==> src/hdl/nsr_pkg.sv <==
// ---------------------------------------------------------------------------
// nsr_pkg
// shared constants and types of the newton square root block
// ---------------------------------------------------------------------------
`default_nettype none

package nsr_pkg;

    localparam int FRAC_BITS  = 16;
    localparam int DATA_WIDTH = 32;

    // numerator of the divide: positive operand shifted up by the fraction bits
    localparam int NUM_W  = DATA_WIDTH - 1 + FRAC_BITS;
    localparam int CNT_W  = $clog2(NUM_W);
    localparam int STEP_W = 6;
    localparam int TOL_W  = 16;
    localparam int ROOT_W = 24;

    localparam int APB_DATA_W = 32;
    localparam int APB_ADDR_W = 3;

    localparam logic [TOL_W-1:0]  TOL_RESET   = 16'd7;
    localparam logic [STEP_W-1:0] LIMIT_RESET = 6'd32;

    // register index, taken from the word address bit
    localparam logic REG_IDX_TOLERANCE  = 1'b0;
    localparam logic REG_IDX_ITER_LIMIT = 1'b1;

    typedef struct packed {
        logic [TOL_W-1:0]  tolerance;
        logic [STEP_W-1:0] iteration_limit;
    } cfg_t;

endpackage

`default_nettype wire

==> src/hdl/nsr_apb_regs.sv <==
// ---------------------------------------------------------------------------
// nsr_apb_regs
// apb register file holding tolerance and iteration limit
// ---------------------------------------------------------------------------
`default_nettype none

module nsr_apb_regs
(
    input  wire logic                            clk,
    input  wire logic                            rst_n,
    input  wire logic                            psel,
    input  wire logic                            penable,
    input  wire logic                            pwrite,
    input  wire logic [nsr_pkg::APB_ADDR_W-1:0]  paddr,
    input  wire logic [nsr_pkg::APB_DATA_W-1:0]  pwdata,
    output logic      [nsr_pkg::APB_DATA_W-1:0]  prdata,
    output logic                                 pready,
    output nsr_pkg::cfg_t                        cfg
);

    logic [nsr_pkg::TOL_W-1:0]  tolerance_reg;
    logic [nsr_pkg::STEP_W-1:0] limit_reg;
    logic                       reg_idx;

    assign reg_idx = paddr[nsr_pkg::APB_ADDR_W-1];
    assign pready  = 1'b1;

    always_ff @(posedge clk or negedge rst_n)
    begin
        if (!rst_n)
        begin
            tolerance_reg <= nsr_pkg::TOL_RESET;
            limit_reg     <= nsr_pkg::LIMIT_RESET;
        end
        else if (psel && penable && pwrite)
        begin
            case (reg_idx)
                nsr_pkg::REG_IDX_TOLERANCE:
                begin
                    tolerance_reg <= pwdata[nsr_pkg::TOL_W-1:0];
                end
                nsr_pkg::REG_IDX_ITER_LIMIT:
                begin
                    limit_reg <= pwdata[nsr_pkg::STEP_W-1:0];
                end
                default:
                begin
                    tolerance_reg <= tolerance_reg;
                end
            endcase
        end
    end

    always_comb
    begin
        case (reg_idx)
            nsr_pkg::REG_IDX_TOLERANCE:
            begin
                prdata = nsr_pkg::APB_DATA_W'(tolerance_reg);
            end
            nsr_pkg::REG_IDX_ITER_LIMIT:
            begin
                prdata = nsr_pkg::APB_DATA_W'(limit_reg);
            end
            default:
            begin
                prdata = '0;
            end
        endcase
    end

    assign cfg.tolerance       = tolerance_reg;
    assign cfg.iteration_limit = limit_reg;

endmodule

`default_nettype wire

==> src/hdl/nsr_divider.sv <==
// ---------------------------------------------------------------------------
// nsr_divider
// restoring divider, one quotient bit per cycle
// ---------------------------------------------------------------------------
`default_nettype none

module nsr_divider
(
    input  wire logic                        clk,
    input  wire logic                        rst_n,
    input  wire logic                        start,
    input  wire logic [nsr_pkg::NUM_W-1:0]   num,
    input  wire logic [nsr_pkg::NUM_W-1:0]   den,
    output logic                             done,
    output logic      [nsr_pkg::NUM_W-1:0]   quot
);

    logic                          busy_reg;
    logic                          done_reg;
    logic [nsr_pkg::CNT_W-1:0]     cnt_reg;
    logic [nsr_pkg::NUM_W:0]       rem_reg;
    logic [nsr_pkg::NUM_W-1:0]     den_reg;
    // numerator bits shift out at the top while quotient bits shift in
    logic [nsr_pkg::NUM_W-1:0]     quot_reg;

    logic [nsr_pkg::NUM_W:0]       rem_shift;
    logic [nsr_pkg::NUM_W:0]       rem_diff;
    logic                          fits;
    logic [nsr_pkg::NUM_W:0]       rem_next;
    logic [nsr_pkg::NUM_W-1:0]     quot_next;

    always_comb
    begin
        rem_shift = {rem_reg[nsr_pkg::NUM_W-1:0], quot_reg[nsr_pkg::NUM_W-1]};
        rem_diff  = rem_shift - {1'b0, den_reg};
        fits      = (rem_shift >= {1'b0, den_reg});
        rem_next  = fits ? rem_diff : rem_shift;
        quot_next = {quot_reg[nsr_pkg::NUM_W-2:0], fits};
    end

    always_ff @(posedge clk or negedge rst_n)
    begin
        if (!rst_n)
        begin
            busy_reg <= 1'b0;
            done_reg <= 1'b0;
            cnt_reg  <= '0;
            rem_reg  <= '0;
            den_reg  <= '0;
            quot_reg <= '0;
        end
        else
        begin
            // pulse after the last quotient bit
            done_reg <= !start && busy_reg &&
                        (cnt_reg == nsr_pkg::CNT_W'(nsr_pkg::NUM_W - 1));
            if (start)
            begin
                busy_reg <= 1'b1;
                cnt_reg  <= '0;
                rem_reg  <= '0;
                den_reg  <= den;
                quot_reg <= num;
            end
            else if (busy_reg)
            begin
                rem_reg  <= rem_next;
                quot_reg <= quot_next;
                cnt_reg  <= cnt_reg + 1'b1;
                if (cnt_reg == nsr_pkg::CNT_W'(nsr_pkg::NUM_W - 1))
                begin
                    busy_reg <= 1'b0;
                end
            end
        end
    end

    assign done = done_reg;
    assign quot = quot_reg;

endmodule

`default_nettype wire

==> src/hdl/newton_square_root.sv <==
// ---------------------------------------------------------------------------
// newton_square_root
// fixed-point square root by newton iteration over a shared divider
// ---------------------------------------------------------------------------
// Takes a signed Q16.16 operand and returns its root in unsigned Q8.16
// (24 bits, saturating at all ones). The estimate starts at the operand and
// each newton step replaces it by (x + (A << 16) / x) >> 1 until two successive
// estimates differ by less than the tolerance register; reaching the
// iteration limit first sets not_converged. A negative operand gives root zero
// with negative_input set, a zero operand gives zero at once. Every step runs
// through one restoring divider that produces one quotient bit per cycle over
// a 47-bit numerator; a step is a check of the estimate, the divide, and the
// update of the estimate once the divider is done. Negative and zero operands
// go straight to the finish state. The input side stalls from acceptance until
// the result is handed to the output register; a finished result may wait
// there while the next transaction is accepted. Configuration goes through the
// apb port: tolerance at address 0, iteration limit at address 4.
// ---------------------------------------------------------------------------
`default_nettype none

module newton_square_root
(
    input  wire logic                              clk,
    input  wire logic                              rst_n,
    // input transaction
    input  wire logic                              in_valid,
    output logic                                   in_stall,
    input  wire logic signed [nsr_pkg::DATA_WIDTH-1:0] operand_value,
    // output transaction
    output logic                                   out_valid,
    input  wire logic                              out_stall,
    output logic      [nsr_pkg::ROOT_W-1:0]        root,
    output logic                                   negative_input,
    output logic                                   not_converged,
    // configuration
    input  wire logic                              psel,
    input  wire logic                              penable,
    input  wire logic                              pwrite,
    input  wire logic [nsr_pkg::APB_ADDR_W-1:0]    paddr,
    input  wire logic [nsr_pkg::APB_DATA_W-1:0]    pwdata,
    output logic      [nsr_pkg::APB_DATA_W-1:0]    prdata,
    output logic                                   pready
);

    typedef enum logic [1:0] {
        ST_IDLE,
        ST_CHECK,
        ST_DIVIDE,
        ST_FINISH
    } state_t;

    nsr_pkg::cfg_t cfg;

    state_t                          state_reg;
    logic [nsr_pkg::DATA_WIDTH-2:0]  raw_reg;     // positive operand magnitude
    logic [nsr_pkg::NUM_W-1:0]       x_reg;       // current estimate
    logic [nsr_pkg::NUM_W-1:0]       prev_reg;    // previous estimate
    logic [nsr_pkg::STEP_W-1:0]      steps_reg;
    logic                            neg_reg;
    logic                            nc_reg;

    logic                            out_valid_reg;
    logic [nsr_pkg::ROOT_W-1:0]      root_reg;
    logic                            neg_out_reg;
    logic                            nc_out_reg;

    logic [nsr_pkg::NUM_W-1:0]       diff;
    logic                            converged;
    logic                            at_limit;
    logic                            div_start;
    logic                            div_done;
    logic [nsr_pkg::NUM_W-1:0]       div_num;
    logic [nsr_pkg::NUM_W-1:0]       div_den;
    logic [nsr_pkg::NUM_W-1:0]       div_quot;
    logic [nsr_pkg::NUM_W:0]         sum;
    logic [nsr_pkg::ROOT_W-1:0]      root_sat;
    logic                            out_free;

    nsr_apb_regs u_regs
    (
        .clk     (clk),
        .rst_n   (rst_n),
        .psel    (psel),
        .penable (penable),
        .pwrite  (pwrite),
        .paddr   (paddr),
        .pwdata  (pwdata),
        .prdata  (prdata),
        .pready  (pready),
        .cfg     (cfg)
    );

    // |x - prev| against the tolerance, then the step limit
    always_comb
    begin
        diff      = (x_reg >= prev_reg) ? (x_reg - prev_reg) : (prev_reg - x_reg);
        converged = (diff < nsr_pkg::NUM_W'(cfg.tolerance));
        at_limit  = (steps_reg >= cfg.iteration_limit);
    end

    // numerator is the operand scaled by the fraction bits
    assign div_num   = {raw_reg, {nsr_pkg::FRAC_BITS{1'b0}}};
    // a zero estimate cannot occur for a positive operand; guard the divide
    assign div_den   = (x_reg == '0) ? nsr_pkg::NUM_W'(1) : x_reg;
    assign div_start = (state_reg == ST_CHECK) && !converged && !at_limit;

    nsr_divider u_div
    (
        .clk   (clk),
        .rst_n (rst_n),
        .start (div_start),
        .num   (div_num),
        .den   (div_den),
        .done  (div_done),
        .quot  (div_quot)
    );

    // newton update: average of estimate and quotient, truncated
    assign sum = {1'b0, x_reg} + {1'b0, div_quot};

    // saturate the estimate to the root width
    assign root_sat = (64'(x_reg) > 64'({nsr_pkg::ROOT_W{1'b1}}))
                    ? {nsr_pkg::ROOT_W{1'b1}} : nsr_pkg::ROOT_W'(x_reg);

    assign out_free = !out_valid_reg || !out_stall;

    always_ff @(posedge clk or negedge rst_n)
    begin
        if (!rst_n)
        begin
            state_reg     <= ST_IDLE;
            raw_reg       <= '0;
            x_reg         <= '0;
            prev_reg      <= '0;
            steps_reg     <= '0;
            neg_reg       <= 1'b0;
            nc_reg        <= 1'b0;
            out_valid_reg <= 1'b0;
            root_reg      <= '0;
            neg_out_reg   <= 1'b0;
            nc_out_reg    <= 1'b0;
        end
        else
        begin
            // output transaction taken, unless a new result replaces it
            if (out_valid_reg && !out_stall && (state_reg != ST_FINISH))
            begin
                out_valid_reg <= 1'b0;
            end

            case (state_reg)
                ST_IDLE:
                begin
                    if (in_valid)
                    begin
                        raw_reg   <= operand_value[nsr_pkg::DATA_WIDTH-2:0];
                        prev_reg  <= '0;
                        steps_reg <= '0;
                        nc_reg    <= 1'b0;
                        if (operand_value[nsr_pkg::DATA_WIDTH-1])
                        begin
                            // negative operand: flag and return zero
                            neg_reg   <= 1'b1;
                            x_reg     <= '0;
                            state_reg <= ST_FINISH;
                        end
                        else if (operand_value == '0)
                        begin
                            neg_reg   <= 1'b0;
                            x_reg     <= '0;
                            state_reg <= ST_FINISH;
                        end
                        else
                        begin
                            neg_reg   <= 1'b0;
                            x_reg     <= nsr_pkg::NUM_W'(operand_value[nsr_pkg::DATA_WIDTH-2:0]);
                            state_reg <= ST_CHECK;
                        end
                    end
                end
                ST_CHECK:
                begin
                    if (converged)
                    begin
                        state_reg <= ST_FINISH;
                    end
                    else if (at_limit)
                    begin
                        nc_reg    <= 1'b1;
                        state_reg <= ST_FINISH;
                    end
                    else
                    begin
                        // divider launched this cycle
                        prev_reg  <= x_reg;
                        state_reg <= ST_DIVIDE;
                    end
                end
                ST_DIVIDE:
                begin
                    if (div_done)
                    begin
                        x_reg     <= sum[nsr_pkg::NUM_W:1];
                        steps_reg <= steps_reg + 1'b1;
                        state_reg <= ST_CHECK;
                    end
                end
                ST_FINISH:
                begin
                    if (out_free)
                    begin
                        out_valid_reg <= 1'b1;
                        root_reg      <= root_sat;
                        neg_out_reg   <= neg_reg;
                        nc_out_reg    <= nc_reg;
                        state_reg     <= ST_IDLE;
                    end
                end
                default:
                begin
                    state_reg <= ST_IDLE;
                end
            endcase
        end
    end

    assign in_stall       = (state_reg != ST_IDLE);
    assign out_valid      = out_valid_reg;
    assign root           = root_reg;
    assign negative_input = neg_out_reg;
    assign not_converged  = nc_out_reg;

endmodule

`default_nettype wire

==> config.mk <==
export PLATFORM = sky130hd
export DESIGN_NAME = newton_square_root
export DESIGN_NICKNAME = d
export VERILOG_FILES = /design/src/hdl/nsr_pkg.sv /design/src/hdl/nsr_apb_regs.sv /design/src/hdl/nsr_divider.sv /design/src/hdl/newton_square_root.sv
export SDC_FILE = /design/constraint.sdc
export NUM_CORES = 1
export LEC_CHECK = 0
export CORE_MARGIN = 3
export CORE_UTILIZATION = 46
export CTS_CLUSTER_SIZE = 20
export DETAILED_ROUTE_END_ITERATION = 8
export DONT_BUFFER_PORTS = 1
export GPL_TIMING_DRIVEN = 0
export RECOVER_POWER = 25
export SKIP_CTS_REPAIR_TIMING = 1
export SYNTH_ARGS = -nofsm -noshare
export SYNTH_HDL_FRONTEND = slang
export SYNTH_HIERARCHICAL = 1
export SYNTH_SLANG_ARGS = --single-unit
export TNS_END_PERCENT = 5
==> constraint.sdc <==
create_clock -name clk -period 10.26 [get_ports clk]
set_clock_uncertainty 0.15 [all_clocks]
set_input_delay 1.539 -clock clk [delete_from_list [all_inputs] [get_ports clk]]
set_output_delay 1.539 -clock clk [all_outputs]
set_load 0.01 [all_outputs]
---- Word level (Yosys, flattened, before mapping) ----
Index checks and enable logic that the tools add are counted.
operators by class
  order comparisons ....................... 5
  muxes and demuxes ....................... 42
  add/subtract/negate cells ............... 6
  reduce and logical (&&, ||, !) cells .... 29
  eq/ne operators ......................... 11
  bitwise logic cells ..................... 1
operators by type and width
  operator              number
  $mux 47               12
  $pmux 47 s2           2
  $sub 47x47->47        3
  $pmux 32 s2           1
  $mux 31               2
  $add 47x47->48        1
  $ge 48x47->1          1
  $ge 47x47->1          1
  $gt 47x24->1 const B  1
  $logic_not 47->1      1
  $lt 47x16->1          1
  $logic_not 32->1      1
  $mux 24               1
  $mux 6                4
  $add 6x1->6 const B   2
  $mux 1                12
  $ne 2x2->1 const B    6
  $pmux 6 s2            1
  $mux 2                5
  $logic_and 1x1->1     8
  $pmux 2 s4            1
  $reduce_and 2->1      4
  $reduce_and 4->1      2
  $reduce_bool 2->1     4
  other kinds (11)      17
word-level totals
  output and inout bits ................... 61
  register bits after elaboration ......... 333
  bits of input ports ..................... 74
  logic and storage cells ................. 113

---- Logic depth before layout (Yosys ltp) ----
Gate-level depths: netlist of run 1.
  depth in word-level cells ............... 9
  depth in mapped cells ................... 33
  gate-level depth less buffers ........... 27

---- Cells and area by module ----
The synthesis of run 1 kept the hierarchy.
by module, submodules not included
  module              instances  area an instance (sq um)  cells each  sequential area each (sq um)
  newton_square_root  1          15220.8                   1944        4053.9
  nsr_divider         1          9600.5                    1111        3728.6
  nsr_apb_regs        1          1162.4                    84          555.5

---- Worst setup path before layout of run 1 ----
OpenSTA, ideal clock, no wires.
  kind .................................... reg2reg
  start point ............................. register x_reg[8] (netlist bit)
  end point ............................... register u_div/rem_reg[44] (netlist bit)
  clock period less this slack ............ 6.629 ns
  stages on the path, launching flop included .. 33
  setup time .............................. 0.091 ns
  buffers on the path ..................... 8
  slack ................................... 3.631 ns
  arrival ................................. 6.388 ns
  required time ........................... 10.019 ns
  path through ............................ dfrtp_1 -> inv_1 -> ha_1 -> buf_2 -> a211o_1 -> a211oi_2 -> a2111o_1 -> a211o_1 -> and2_4 -> o211a_1 -> buf_4 -> clkbuf_1 -> clkbuf_1 -> mux2i_1 -> xnor2_1 -> ha_1 -> nor2b_1 -> o21ai_0 -> nand2b_1 -> a2111oi_0 -> o21ai_0 -> a21o_1 -> a2111oi_0 -> nand4_1 -> o21ai_2 -> buf_6 -> buf_6 -> inv_1 -> clkbuf_1 -> inv_1 -> clkbuf_1 -> nand3_1 -> o221ai_1
between the ends
  longest elaborated chain between the ends .. 7
  elaborated cells on any way between the ends .. 10
  classes of those cells .................. 2 x add/sub; 2 x order compare; 2 x mux; 4 x reduce/logical
RTL lines
  item                                                   line                       text
  start: declaration                                     newton_square_root.sv:56   logic [nsr_pkg::NUM_W-1:0] x_reg;
  start signal: assignment                               newton_square_root.sv:176  x_reg <= nsr_pkg::NUM_W'(operand_value[nsr_pkg::DATA_WIDTH-2:0]);
  start signal: assignment                               newton_square_root.sv:203  x_reg <= sum[nsr_pkg::NUM_W:1];
  $sub 47x47->47 / $ge 47x47->1 (equally long branches)  newton_square_root.sv:96   diff = (x_reg >= prev_reg) ? (x_reg - prev_reg) : (prev_reg - x_reg);
  $mux 47 *                                              newton_square_root.sv:96
  $lt 47x16->1 *                                         newton_square_root.sv:97   converged = (diff < nsr_pkg::NUM_W'(cfg.tolerance));
  $logic_not 1->1 *                                      newton_square_root.sv:105  assign div_start = (state_reg == ST_CHECK) && !converged && !at_limit;
  $logic_and 1x1->1 * (2 in a row)                       newton_square_root.sv:105
  via div_start                                          newton_square_root.sv:70   logic div_start;
  $mux 47 / $reduce_bool 2->1 (equally long branches)    -
  end signal: assignment                                 nsr_divider.sv:67          rem_reg <= rem_next;
  end: declaration                                       nsr_divider.sv:21          logic [nsr_pkg::NUM_W:0] rem_reg;
The timed path passes the listed nets; every way through them passes the cells marked *.
A chain may end at the register's enable or synchronous reset.

---- Worst setup path in the final report of run 1 ----
  start point ............................. register x_reg[10] (netlist bit)
  end point ............................... register u_div/rem_reg[44] (netlist bit)
The elaborated chain is that of the path after synthesis.

==> impl_results.md, run 1 <==
* Core Region at 55,520 sq um
* Avg Cell Area, Syn at 8.278 sq um
* Post-synth EDFFs at 0
* Die W at 243.7 um
* H-Tree Depth at 2
* Fillers at 5,425
* Final hold viol count at 0
* Largest net degree at the start of global routing at 334
* Fin area at 28,560 sq um
* CTS Buf Count at 42
* Most frequent cells in the layout: nand2_1 (470), dfrtp_1 (329), a21oi_1 (255), o21ai_0 (247), ha_1 (210)
* Max frequency at 103.7 MHz
* Clk Latency, worst-skew pair at 0.58 ns
* Gr ovfl total at 0
* Root buffer cell: clkbuf_16
* Dpl ws at 0.1837 ns
* Initial detailed-routing violation count at 2,181
* GP Congestion at 0.9735
* Die H at 243.7 um
* Worst-margin pin slew at 1.495 ns
* First-pass GRT wire length at 139.5 mm
* Num rows at 86
* Sum Neg Setup Slack at 0 ns
* Routed Antenna Nets at 0
* Clock transition at path regs at 0.06 ns
* Worst path max stage delay at 0.63 ns
* # clock sinks at 333
* Initial DRT Pass Iterations at 7
* DRC violations left at 0
* Mapped Cells at 3,139
* Sequential share of the synthesized area at 32.09%
* Die area at 59,380 sq um
* Area grow syn2layout at 9.934%
* Vias in the first global route at 23,490
* Total of max-cap violations at 0
* Post-layout min period at 9.647 ns
* Slew margin rel. at 0.3187%
* Placement Cell Area at 27,030 sq um
* Top Ports at 135
* CP most frequent cell: clkbuf_1
* # setup viols final at 0
* Hold/Removal Path Class: flop to flop
* Slew Viols, Final at 0
* Crit path launch type: flop
* Worst path arrival time at 9.98 ns
* Wire length per cell at 22.79 um
* Outcome: completed
* Most common cell after layout, fill and taps aside: nand2_1
* Starting Density at 46.80%
* Post-synth ARST share at 100.0%
* CP max stage cell: dfrtp_1
* Mapped Area at 25,980 sq um
* FF+latch count, synth at 333
* Final HPWL from detailed placement at 72.11 mm
* Port Buffers at 0
* Initial antenna violation count at 3
* Fin nets at 3,499
* CP max FO at 15
* Vias at 23,880
* Unique masters post-synth at 100
* Critical path type: flop to flop
* Routed WL at 90.97 mm
* Top FF cell, synth: dfrtp_1
* Crit share post-route at 94.02%
* Clock buffer depth at 3
* Crit. End Element: flop
* Gr usage total at 30.14%
* Layout cells sized above 1 at 7.182%
* ANT cells at 0
* Ys Warns at 6
* WP data required at 10.59 ns
* Final Core Density at 51.45%
* Setup ws final at 0.6131 ns
* CTS tree: built
* DR vias/cell at 5.981
* Unrepaired setup endpoints after global routing: false
-- layout make-up --
cell class | count | area [sq um] | share of cell area [%]
clock buffer | 57 | 1209 | 4.231
clock inverter | 20 | 325.3 | 1.139
inverter | 202 | 763.2 | 2.672
tap | 748 | 935.9 | 3.276
buffer | 226 | 1050 | 3.675
sequential | 333 | 8338 | 29.19
multi-input combinational | 2406 | 15940 | 55.82
-- critical path, delay by kind of cell, from the launching register on --
kind / cells / cell delay (ns)
compound gates: 11 / 3.53
simple gates: 6 / 1.39
fa+ha+maj: 2 / 0.58
flops: 1 / 0.63
buf+inv: 10 / 2.80
xor+xnor: 1 / 0.16
mux: 1 / 0.28
-- per-layer routing --
| metal | up-vias | wire length (um) | global-route usage, % |
|---|---|---|---|
| met4 | 8 | 1805 | 6.237 |
| met5 | - | 173 | 1.716 |
| met1 | 11680 | 41300 | 42.66 |
| met2 | 871 | 39320 | 46.05 |
| li1 | 11190 | - | - |
| met3 | 129 | 8358 | 8.254 |
-- cells in the mapped netlist, drive strengths merged, types with 28 or more instances --
cell    instances  share of area [%]
a211oi         30               0.91
a21o           94                2.7
a21oi         259                5.0
a311oi         30                1.3
buf            67                1.7
clkbuf        161                2.3
dfrtp         329                 32
ha            210                 10
inv           202                2.9
mux2           32                1.5
mux2i         118                4.5
nand2         471                6.8
nand3          38               0.73
nand4          52                1.3
nor2          191                2.9
nor2b          31               0.75
nor3           33               0.64
nor4           28               0.72
o21ai         255                5.0
o22ai          28               0.67
xnor2          72                2.4
xor2           54                1.8
-- per-stage QoR --
step | std cells | hold WS, ns
3_5_place_dp | 3917 | 0.3139
4_1_cts | 3994 | 0.3276
6_report | 3992 | 0.3259
3_3_place_gp | 3917 | 0.3113
5_1_grt | 3992 | 0.3537
2_1_floorplan | 3169 | 0.2917
-- cells by family after synthesis --
kind of cell    share of synthesized area, %
fa+ha+maj                              10.42
flops                                  32.09
xor+xnor                               4.247
buf+inv                                7.006
compound gates                         23.23
simple gates                           16.80
other cells                          0.04333
mux                                    6.164
-- final timing paths --
kind	start	end	cells after the start	slack, ns
worst max-delay path	x_reg[10]	u_div/rem_reg[44]	31	0.61
worst min-delay path	raw_reg[10]	raw_reg[10]	2	0.33
worst max register to register	x_reg[10]	u_div/rem_reg[44]	31	0.61
worst min register to register	raw_reg[10]	raw_reg[10]	2	0.33
max in group asynchronous	rst_n	u_div/quot[40]	0	8.23
min in group asynchronous	rst_n	out_valid	0	0.52
Power of run 1 is left out: the tool's default activity adds up to more than one toggle a clock period on the data nets, which glitch-free logic cannot reach.
==> run 2: changes to the inputs <==
--- a/config.mk
+++ b/config.mk
@@ -5,6 +5,7 @@
 export SDC_FILE = /design/constraint.sdc
 export NUM_CORES = 1
 export LEC_CHECK = 0
+export ABC_AREA = 1
 export CORE_MARGIN = 3
 export CORE_UTILIZATION = 46
 export CTS_CLUSTER_SIZE = 20
==> constraint.sdc (replaced) <==
create_clock -name clk -period 10.26 [get_ports clk]
set_clock_uncertainty 0.15 [all_clocks]
set_input_delay 1.539 -clock clk [delete_from_list [all_inputs] [get_ports clk]]
set_output_delay 1.539 -clock clk [all_outputs]
set_load 0.02 [all_outputs]
==> run 2 against run 1 <==
Fmax shrank 2.6%. Sequential cell count is the same. First-iteration DRC count grew 55%. Worst hold slack lost 0.0050 ns. Global-route usage grew 6.5 points. Sequential share of layout area shrank 3.6 points. Routed wire length grew 41%. Cell area grew 14%. Synthesized area grew 16%. Die area grew 15%. Synthesized cell count grew 56%.
==> impl_results.md, run 2 <==
* Outcome: completed
* Post-synth top area share at 27.42% (-4.3 points)
* CTS Buf Count at 41 (-2.4%)
* Largest net degree at the start of global routing at 334 (unchanged)
* Fin area at 32,620 sq um (+14%)
* Clock buffer depth at 3 (unchanged)
* FF+latch count, synth at 333 (unchanged)
* Post-synth EDFFs at 0 (unchanged)
* Most common cell in the netlist: nand2_1
* # setup viols final at 0 (unchanged)
* Ys Warns at 6 (unchanged)
* DR vias/cell at 5.425 (-9.3%)
* Slew Viols, Final at 0 (unchanged)
* Gr usage total at 36.66% (+6.5 points)
* Num rows at 93 (+8.1%)
* Mapped Cells at 4,898 (+56%)
* Initial detailed-routing violation count at 3,387 (+55%)
* Crit share post-route at 96.51% (+2.5 points)
* Sequential share of the synthesized area at 27.77% (-4.3 points)
* Vias in the first global route at 28,830 (+23%)
* Final HPWL from detailed placement at 104.2 mm (+45%)
* Crit path launch type: flop
* Gr ovfl total at 0 (unchanged)
* Routed WL at 127.9 mm (+41%)
* CP most frequent cell: nor2_1
* Slew margin rel. at 19.65% (+19 points)
* Area grow syn2layout at 8.635%
* Post-layout min period at 9.902 ns (+0.2552 ns)
* Clk Latency, worst-skew pair at 0.59 ns (about the same)
* Top Ports at 135 (unchanged)
* Die area at 68,370 sq um (+15%)
* Worst path arrival time at 10.26 ns (+0.28 ns)
* Initial antenna violation count at 2 (-1)
* DRC violations left at 0 (unchanged)
* Synth top cells by count: nand2_1 (1,800), inv_1 (799), nor2_1 (406)
* Largest area contributor in the netlist: dfrtp_1
* Final hold viol count at 0 (unchanged)
* WP data required at 10.62 ns (+0.03 ns)
* CTS tree: built
* Worst Reg-to-Reg Cells at 33 (+6.5%)
* CP max FO at 10 (-5)
* Worst path max stage delay at 0.91 ns (+0.28 ns)
* Layout cells sized above 1 at 4.181% (-3.0 points)
* Routed Antenna Nets at 0 (unchanged)
* GP Congestion at 1.038 (+6.6%)
* Critical path type: flop to flop
* Crit. End Element: flop
* Initial DRT Pass Iterations at 6 (-1)
* Synth top area cells: dfrtp_1 (27%), nand2_1 (23%), inv_1 (10%), ha_1 (8.8%), nor2_1 (5.1%)
* ANT cells at 0 (unchanged)
* Top FF cell, synth: dfrtp_1
* Most common cell after layout, fill and taps aside: nand2_1
* Core Region at 64,460 sq um (+16%)
* H-Tree Depth at 2 (unchanged)
* Die W at 261.5 um (+7.3%)
* Starting Density at 46.57% (-0.23 points)
* CP max stage cell: dfrtp_1
* Root buffer cell: clkbuf_16
* Clock transition at path regs at 0.06 ns (about the same)
* Placement Cell Area at 31,200 sq um (+15%)
* Total of max-cap violations at 0 (unchanged)
* Port Buffers at 0 (unchanged)
* Fin nets at 5,259 (+50%)
* # clock sinks at 333 (unchanged)
* Mapped Area at 30,020 sq um (+16%)
* Wire length per cell at 21.84 um (-4.2%)
* Avg Cell Area, Syn at 6.130 sq um (-26%)
* Post-synth ARST share at 100.0% (unchanged)
* Hold path depth at 2 (unchanged)
* Max frequency at 101.0 MHz (-2.6%)
* Hold/Removal Path Class: flop to flop
* Unique masters post-synth at 57 (-43%)
* Most frequent cells in the layout: nand2_1 (1,800), inv_1 (799), nor2_1 (405), dfrtp_1 (329), o21ai_0 (232)
* First-pass GRT wire length at 184.3 mm (+32%)
* Die H at 261.5 um (+7.3%)
* Worst-margin pin slew at 1.190 ns (-0.3055 ns)
* Vias at 31,760 (+33%)
==> run 2: cell families after synthesis <==
group                    share of synthesized area, %
other                                         0.03751
XOR/XNOR                                        1.663
AND/OR/NAND/NOR                                 36.80
buffers and inverters                           13.33
flip-flops                                      27.77
multiplexers                                  0.03751
AO/OA/AOI/OAI                                   11.34
adder cells (fa/ha/maj)                         9.019
==> run 2: worst paths after layout <==
check	startpoint	end	slack [ns]
worst min register to register	u_regs/tolerance_reg[1]	u_regs/tolerance_reg[1]	0.32
worst min-delay path	u_regs/tolerance_reg[1]	u_regs/tolerance_reg[1]	0.32
min in group asynchronous	rst_n	u_div/rem_reg[11]	0.51
worst max-delay path	x_reg[10]	u_div/rem_reg[13]	0.36
max in group asynchronous	rst_n	steps_reg[5]	8.79
worst max register to register	x_reg[10]	u_div/rem_reg[13]	0.36
==> run 2: metrics by stage <==
| step | TNS, ns | std cells | worst slack, ns | utilization (%) | hold slack (ns) |
|---|---|---|---|---|---|
| after floorplan | 0 | 4928 | 4.805 | - | 0.2880 |
| after global placement | 0 | 5783 | 0.3785 | 48.41 | 0.3061 |
| after detailed placement | 0 | 5783 | 0.3358 | 48.41 | 0.3090 |
| after CTS | 0 | 5854 | 0.3140 | 50.58 | 0.3241 |
| after global routing | -0.01687 | 5854 | -0.01687 | 50.59 | 0.3447 |
| final | 0 | 5854 | 0.3580 | 50.59 | 0.3210 |
==> run 2: final cells by class <==
type                       instances  area (sq um)
buffer                           182         892.1
clock buffer                      58          1191
clock inverter                    13         211.5
fill                            6834         31850
inverter                         829          3115
multi-input combinational       3584         17800
sequential                       333          8338
tap                              855          1070
==> run 2: worst max-delay path: cells and delay by family, from the launching register on <==
family | cells | cell delay, ns
DFF | 1 | 0.91
adders and majority gates | 2 | 0.93
xor gates and xnor gates | 1 | 0.31
and+or+nand+nor | 17 | 3.41
AOI/OAI and AO/OA | 5 | 0.76
buffers and inverters | 8 | 3.33
==> run 2: per-layer routing <==
metal	routed length, um	up-vias	share of wire [%]	global-route usage, %
met3	12860	199	10	8.403
met4	5124	0	4.0	13.20
met5	0	-	0	0
met2	51680	1242	40	52.56
met1	58200	14910	46	53.55
li1	-	15400	-	-
Power of run 2 is left out for the same reason.
